File: src/rtl/core/tks_pkg.sv
// Shared types and constants for the trajectory Kalman smoother.
`default_nettype none
package tks_pkg;
  localparam int AXES      = 3;
  localparam int REG_W     = 20;
  localparam int COV_W     = 24;
  localparam int PATH_W    = 48;
  localparam int MOVE_W    = 32;
  localparam logic [0:0] REG_PNOISE = 1'b0;
  localparam logic [0:0] REG_MNOISE = 1'b1;

  typedef struct packed {
    logic start;
    logic first;
  } lane_ctl_t;
endpackage
`default_nettype wire

File: src/rtl/core/tks_lane.sv
// One axis: trajectory, gain division, estimate and covariance update.
`default_nettype none
module tks_lane
  import tks_pkg::*;
#(
  parameter int FRAC_BITS = 16
) (
  input  wire logic                     clk,
  input  wire logic                     rst_n,
  input  wire lane_ctl_t                ctl,
  input  wire logic signed [MOVE_W-1:0] move,
  input  wire logic [REG_W-1:0]         q_noise,
  input  wire logic [REG_W-1:0]         r_noise,
  output logic                          done,
  output logic signed [MOVE_W-1:0]      result
);
  localparam int KW  = FRAC_BITS + 1;
  localparam int DW  = COV_W + 1;
  localparam int CW  = $clog2(KW + 1);
  localparam logic [COV_W-1:0] COV_ONE =
    (FRAC_BITS >= COV_W) ? {COV_W{1'b1}} : COV_W'(64'd1 << FRAC_BITS);
  localparam logic signed [PATH_W+1:0] PMAX = (PATH_W+2)'(64'h7FFF_FFFF_FFFF);
  localparam logic signed [PATH_W+1:0] PMIN = -PMAX - 1;
  localparam logic signed [PATH_W+1:0] OMAX = (PATH_W+2)'(64'h7FFF_FFFF);
  localparam logic signed [PATH_W+1:0] OMIN = -OMAX - 1;

  typedef enum logic [2:0] {S_IDLE, S_DIV, S_MUL, S_UPD, S_OUT} st_t;
  st_t st_r;
  logic signed [PATH_W-1:0] path_r, est_r;
  logic [COV_W-1:0]         cov_r, pp_r;
  logic [DW-1:0]            den_r;
  logic [DW-1:0]            rem_r;
  logic [KW-1:0]            k_r;
  logic [CW-1:0]            cnt_r;
  logic signed [MOVE_W-1:0] move_r;
  logic signed [PATH_W:0]   resid_r;
  logic [PATH_W+KW:0]       prod_r;
  logic [COV_W+KW:0]        cprod_r;
  logic signed [MOVE_W-1:0] res_r;

  // restoring division step: shift the remainder, try to subtract den
  logic [DW:0]   rsh;
  logic [DW+1:0] trial;
  assign rsh   = {rem_r, 1'b0};
  assign trial = {1'b0, rsh} - {2'b0, den_r};

  logic signed [PATH_W+1:0] psum, outv;
  logic [PATH_W-1:0]        mag;
  logic [PATH_W-1:0]        delta;
  logic signed [PATH_W-1:0] est_n;
  logic [COV_W:0]           ppsum;
  logic [COV_W-1:0]         pp_sat;
  assign psum   = (PATH_W+2)'(path_r) + (PATH_W+2)'(move);
  assign ppsum  = {1'b0, cov_r} + (COV_W+1)'(q_noise);
  assign pp_sat = ppsum[COV_W] ? {COV_W{1'b1}} : ppsum[COV_W-1:0];
  assign mag    = resid_r[PATH_W] ? PATH_W'(-resid_r) : PATH_W'(resid_r);
  assign delta  = PATH_W'(prod_r >> FRAC_BITS);
  assign est_n  = resid_r[PATH_W] ? est_r - $signed(delta) : est_r + $signed(delta);
  assign outv   = (PATH_W+2)'(move_r) + (PATH_W+2)'(est_r) - (PATH_W+2)'(path_r);

  always_ff @(posedge clk) begin
    if (!rst_n) begin
      st_r  <= S_IDLE;
      path_r <= '0;
      est_r <= '0;
      cov_r <= COV_ONE;
      done  <= 1'b0;
    end else begin
      done <= 1'b0;
      case (st_r)
        S_IDLE: begin
          if (ctl.start) begin
            move_r <= move;
            if (ctl.first) begin
              path_r <= PATH_W'(move);
              est_r  <= '0;
              cov_r  <= COV_ONE;
              st_r   <= S_OUT;
            end else begin
              // saturate the trajectory and P+Q
              path_r <= (psum > PMAX) ? PATH_W'(PMAX) :
                        (psum < PMIN) ? PATH_W'(PMIN) : PATH_W'(psum);
              pp_r   <= pp_sat;
              den_r  <= DW'(pp_sat) + DW'(r_noise);
              // top quotient bit: pp reaches den only when R is zero
              rem_r  <= (r_noise == '0) ? '0 : DW'(pp_sat);
              k_r    <= {{(KW-1){1'b0}}, (r_noise == '0)};
              cnt_r  <= '0;
              st_r   <= S_DIV;
            end
          end
        end
        S_DIV: begin
          // one quotient bit per cycle for the FRAC_BITS fraction bits
          if (den_r == '0) begin
            k_r  <= '0;
            st_r <= S_MUL;
            resid_r <= (PATH_W+1)'(path_r) - (PATH_W+1)'(est_r);
          end else begin
            if (cnt_r == CW'(FRAC_BITS)) begin
              st_r <= S_MUL;
              resid_r <= (PATH_W+1)'(path_r) - (PATH_W+1)'(est_r);
            end else begin
              cnt_r <= cnt_r + 1'b1;
              k_r   <= {k_r[KW-2:0], ~trial[DW+1]};
              rem_r <= trial[DW+1] ? rsh[DW-1:0] : trial[DW-1:0];
            end
          end
        end
        S_MUL: begin
          prod_r  <= (PATH_W+KW+1)'(mag) * (PATH_W+KW+1)'(k_r);
          cprod_r <= (COV_W+KW+1)'((KW)'(64'd1 << FRAC_BITS) - k_r)
                     * (COV_W+KW+1)'(pp_r);
          st_r    <= S_UPD;
        end
        S_UPD: begin
          est_r <= est_n;
          cov_r <= COV_W'(cprod_r >> FRAC_BITS);
          st_r  <= S_OUT;
        end
        S_OUT: begin
          res_r <= (outv > OMAX) ? MOVE_W'(OMAX) :
                   (outv < OMIN) ? MOVE_W'(OMIN) : MOVE_W'(outv);
          done  <= 1'b1;
          st_r  <= S_IDLE;
        end
        default: st_r <= S_IDLE;
      endcase
    end
  end

  // gain is at most 1.0, so FRAC_BITS + 1 quotient bits cover it
  assign result = res_r;
endmodule
`default_nettype wire

File: config.mk
export PLATFORM = sky130hd
export DESIGN_NAME = tks_lane
export DESIGN_NICKNAME = d
export VERILOG_FILES = /design/src/rtl/core/tks_pkg.sv /design/src/rtl/core/tks_lane.sv
export SDC_FILE = /design/constraint.sdc
export NUM_CORES = 2
export LEC_CHECK = 0
export ABC_CLOCK_PERIOD_IN_PS = 8800
export BUFFER_PORTS_ARGS = -buffer_cell sky130_fd_sc_hd__buf_2
export CORE_MARGIN = 1
export CORE_UTILIZATION = 35
export CTS_CLUSTER_SIZE = 28
export DETAILED_ROUTE_END_ITERATION = 8
export PLACE_DENSITY = 0.5
export SYNTH_ARGS = -nofsm -noshare
export SYNTH_HDL_FRONTEND = slang
export SYNTH_SLANG_ARGS = --single-unit
File: constraint.sdc
create_clock -name clk -period 8.8 [get_ports clk]
set_clock_uncertainty 0.1 [all_clocks]
set_input_delay 0.44 -clock clk [delete_from_list [all_inputs] [get_ports clk]]
set_output_delay 0.44 -clock clk [all_outputs]
set_load 0.005 [all_outputs]
==> key figures <==
Status
  – Outcome: finished with violations
  – Failing checks: setup timing

Routing
  – DR pass1 iterations: 6
  – DR iter-0 viols: 3049
  – Vias: 53800
  – Routed len/inst: 18.6 µm
  – Total wire length: 200 mm
  – Post-route ant nets: 0
  – Via density: 5.00
  – Drc violations: 0

Global route
  – Antenna violations before repair: 4
  – Gr usage total: 20.1%
  – Global route overflow: 0
  – Pin count of the biggest net entering global routing: 67
  – First-pass GRT wire length: 317 mm
  – Vias in the first global route: 56300

Die
  – Die area: 200000 µm²
  – FP Rows: 163
  – Die width: 447 µm
  – Initial core utilization: 35.2%
  – Die height: 447 µm
  – Ports: 109
  – Core area: 197000 µm²

Setup path
  – Worst setup SP type: flip-flop
  – Crit-path max FO: 6
  – CP max stage delay: 0.57 ns
  – CP delay by family, top: adder cells
  – CP max stage cell: or4_4
  – R2R Setup Slk: -0.38 ns
  – CP Capture Type: flip-flop
  – Crit path DAT: 9.46 ns
  – CP Class: flip-flop to flip-flop
  – CP required: 9.08 ns
  – CP bufs+invs: 6

CTS
  – Bufs on Longest Clock Path: 3
  – CTS Sinks: 405
  – CTS H-tree lvls: 2
  – Clk root buf: clkbuf_16
  – CTS tree: built
  – CTS Buf Count: 45
  – Clk_lat worst skew: 0.62 ns
  – Clock transition at the registers of the reported paths: 0.07 ns

Synthesis
  – Seq cells post-synth: 405
  – Cells after synthesis: 7838
  – Warnings, synthesis: 0
  – Fraction of registers with async set/reset: 0%
  – Post-synth cell types: 94
  – Mapped Nets: 9569
  – Mean Syn Cell Area: 8.86 µm²
  – Mapped Area: 69400 µm²
  – Synth Flop Type: edfxtp_1
  – Post-synth EDFFs: 281
  – Sequential area share after synthesis: 15.7%

STA
  – Fin crit period: 9.18 ns
  – Slew margin rel.: 21.6%
  – Tcrit/Tclk final: 104%
  – Max-slew violations: 0
  – Worst-Margin Slew: 1.17 ns
  – Max Clk Rate: 0.109 GHz
  – Setup ws final: -0.383 ns
  – RSZ-0062 raised after global routing: yes
  – Final setup TNS: -3.24 ns
  – Hold Fails Final Rpt: 0
  – Final setup fails: 18

Final layout
  – Area Growth Syn to Fin: 12.3%
  – Fin nets: 9826
  – Share of cells above drive strength 1: 9.20%
  – Post-Layout Cell Count: 10800

Run
  – Max-cap violations: 0

Placed design
  – Placed wire-length estimate: 162 mm
  – Port bufs: 108
  – GP Congestion: 0.867
  – DP Cell Count: 10600

Power
  – PD cells: 364 nW/µm²
  – Leakage: 36.9 nW
  – VDD IR max: 0.660 mV

Worst hold path
  – Hold Crit Class: primary input to flip-flop
cells in the final DEF (no fill, tap or decap), types with 56 or more instances in the layout:
cell type	n
fa_1	1084
buf_4	358
nand3_1	69
and2_1	447
a21oi_1	352
dfxtp_1	124
nor3_1	69
nor2b_1	56
ha_1	557
a21o_1	167
xnor2_1	275
xor2_1	95
buf_2	108
inv_1	1508
nand2_1	985
edfxtp_1	281
nor2_1	335
and3_1	57
o21ai_0	202
power breakdown:
group / internal [W] / total (W) / switching (W)
Combinational: 0.0106 / 0.0231 / 0.0125
Clock: 0.00104 / 0.00192 / 0.000872
Sequential: 0.00319 / 0.00335 / 0.000167
kinds of logic after synthesis:
| family | after synthesis | synth area share, % |
|---|---|---|
| multiplexers | 29 | 0.422 |
| buffers and inverters | 1835 | 9.94 |
| AO/OA/AOI/OAI | 1223 | 11.4 |
| adder cells (fa/ha/maj) | 1656 | 41.6 |
| AND/OR/NAND/NOR | 2297 | 15.9 |
| XOR/XNOR | 393 | 4.96 |
| flip-flops | 405 | 15.7 |
cell usage after synthesis, types with 21 or more instances:
master       n  area, µm²
nand2_1    990       3720
nand2b_1    43        269
o22ai_1     25        156
mux2i_1     27        270
a221oi_1    25        219
xor2_1     100        876
inv_1     1514       5680
o21bai_1    44        330
a21oi_1    367       1840
and3_1      60        375
or4_1       30        225
nor2_1     344       1290
dfxtp_1    124       2480
o31ai_1     28        210
nand3_1     71        355
or3_1       31        194
and2_1     450       2820
o21ai_0    211       1060
xnor2_1    293       2570
nor2b_1     59        369
nor3_1      72        360
clkbuf_1   303       1140
a22oi_1     49        368
a211oi_1    46        345
ha_1       564       7060
a21o_1     168       1260
edfxtp_1   281       8440
fa_1      1091      21800
nand4_1     32        200
or2_2       21        131
a31oi_1     30        188
nor4_1      37        231
o21a_1      53        398
o211ai_1    35        263
sequential cells by signal, indices dropped and copies added, names as in the netlist, 17 cells and up:
signal / count
est_r: 48
result: 32
rem_r: 25
move_r: 32
cprod_r: 24
cov_r: 24
k_r: 17
prod_r: 48
pp_r: 24
resid_r: 49
den_r: 25
path_r: 48
repair_timing:
action / in CTS / in global routing
pin swaps: 36 / 26
cloned: 0 / 3
resized for setup: 86 / 47
setup endpoints to repair: 33 / 39
hold buffers: 31 / 0
endpoints found under the hold margin: 31 / 0
setup buffers: 17 / 18
metal layers:
layer  track usage, %  part of all wire (%)  up-vias
met5                0                     0        -
met4             4.63                   2.6        0
met3             1.99                   3.6      254
met2             36.3                    51      949
met1             25.8                    43    27200
li1                 -                     -    25400
through the flow:
step           hold slack, ns  area (µm²)  total power [W]  worst slack [ns]  utilization [%]
2_1_floorplan           0.334       69600           0.0177            -0.206                -
3_3_place_gp            0.368       75200           0.0254            -0.810             38.1
3_5_place_dp            0.372       75200           0.0255            -0.802             38.1
4_1_cts                0.0620       77500           0.0283            -0.374             39.3
5_1_grt                0.0808       78000           0.0314            -0.700             39.5
6_report                0.102       78000           0.0284            -0.383             39.5
final timing paths:
path / start / to / depth (start not counted)
setup / recovery: resid_r[12] / prod_r[61] / 36
hold / removal: r_noise[0] / den_r[0] / 2
setup reg to reg: resid_r[12] / prod_r[61] / 36
hold reg to reg: cprod_r[35] / cov_r[19] / 2
layout make-up:
type                            instances  area (µm²)
Multi-Input combinational cell       5599       52500
Antenna cell                            2        5.00
Sequential cell                       405       10900
Fill cell                           20000      119000
Timing Repair Buffer                  528        4110
Clock inverter                         20         186
Tap cell                             2640        3300
Clock buffer                           62        1260
Inverter                             1516        5690
Note: power is estimated with default switching activity, not from simulation.
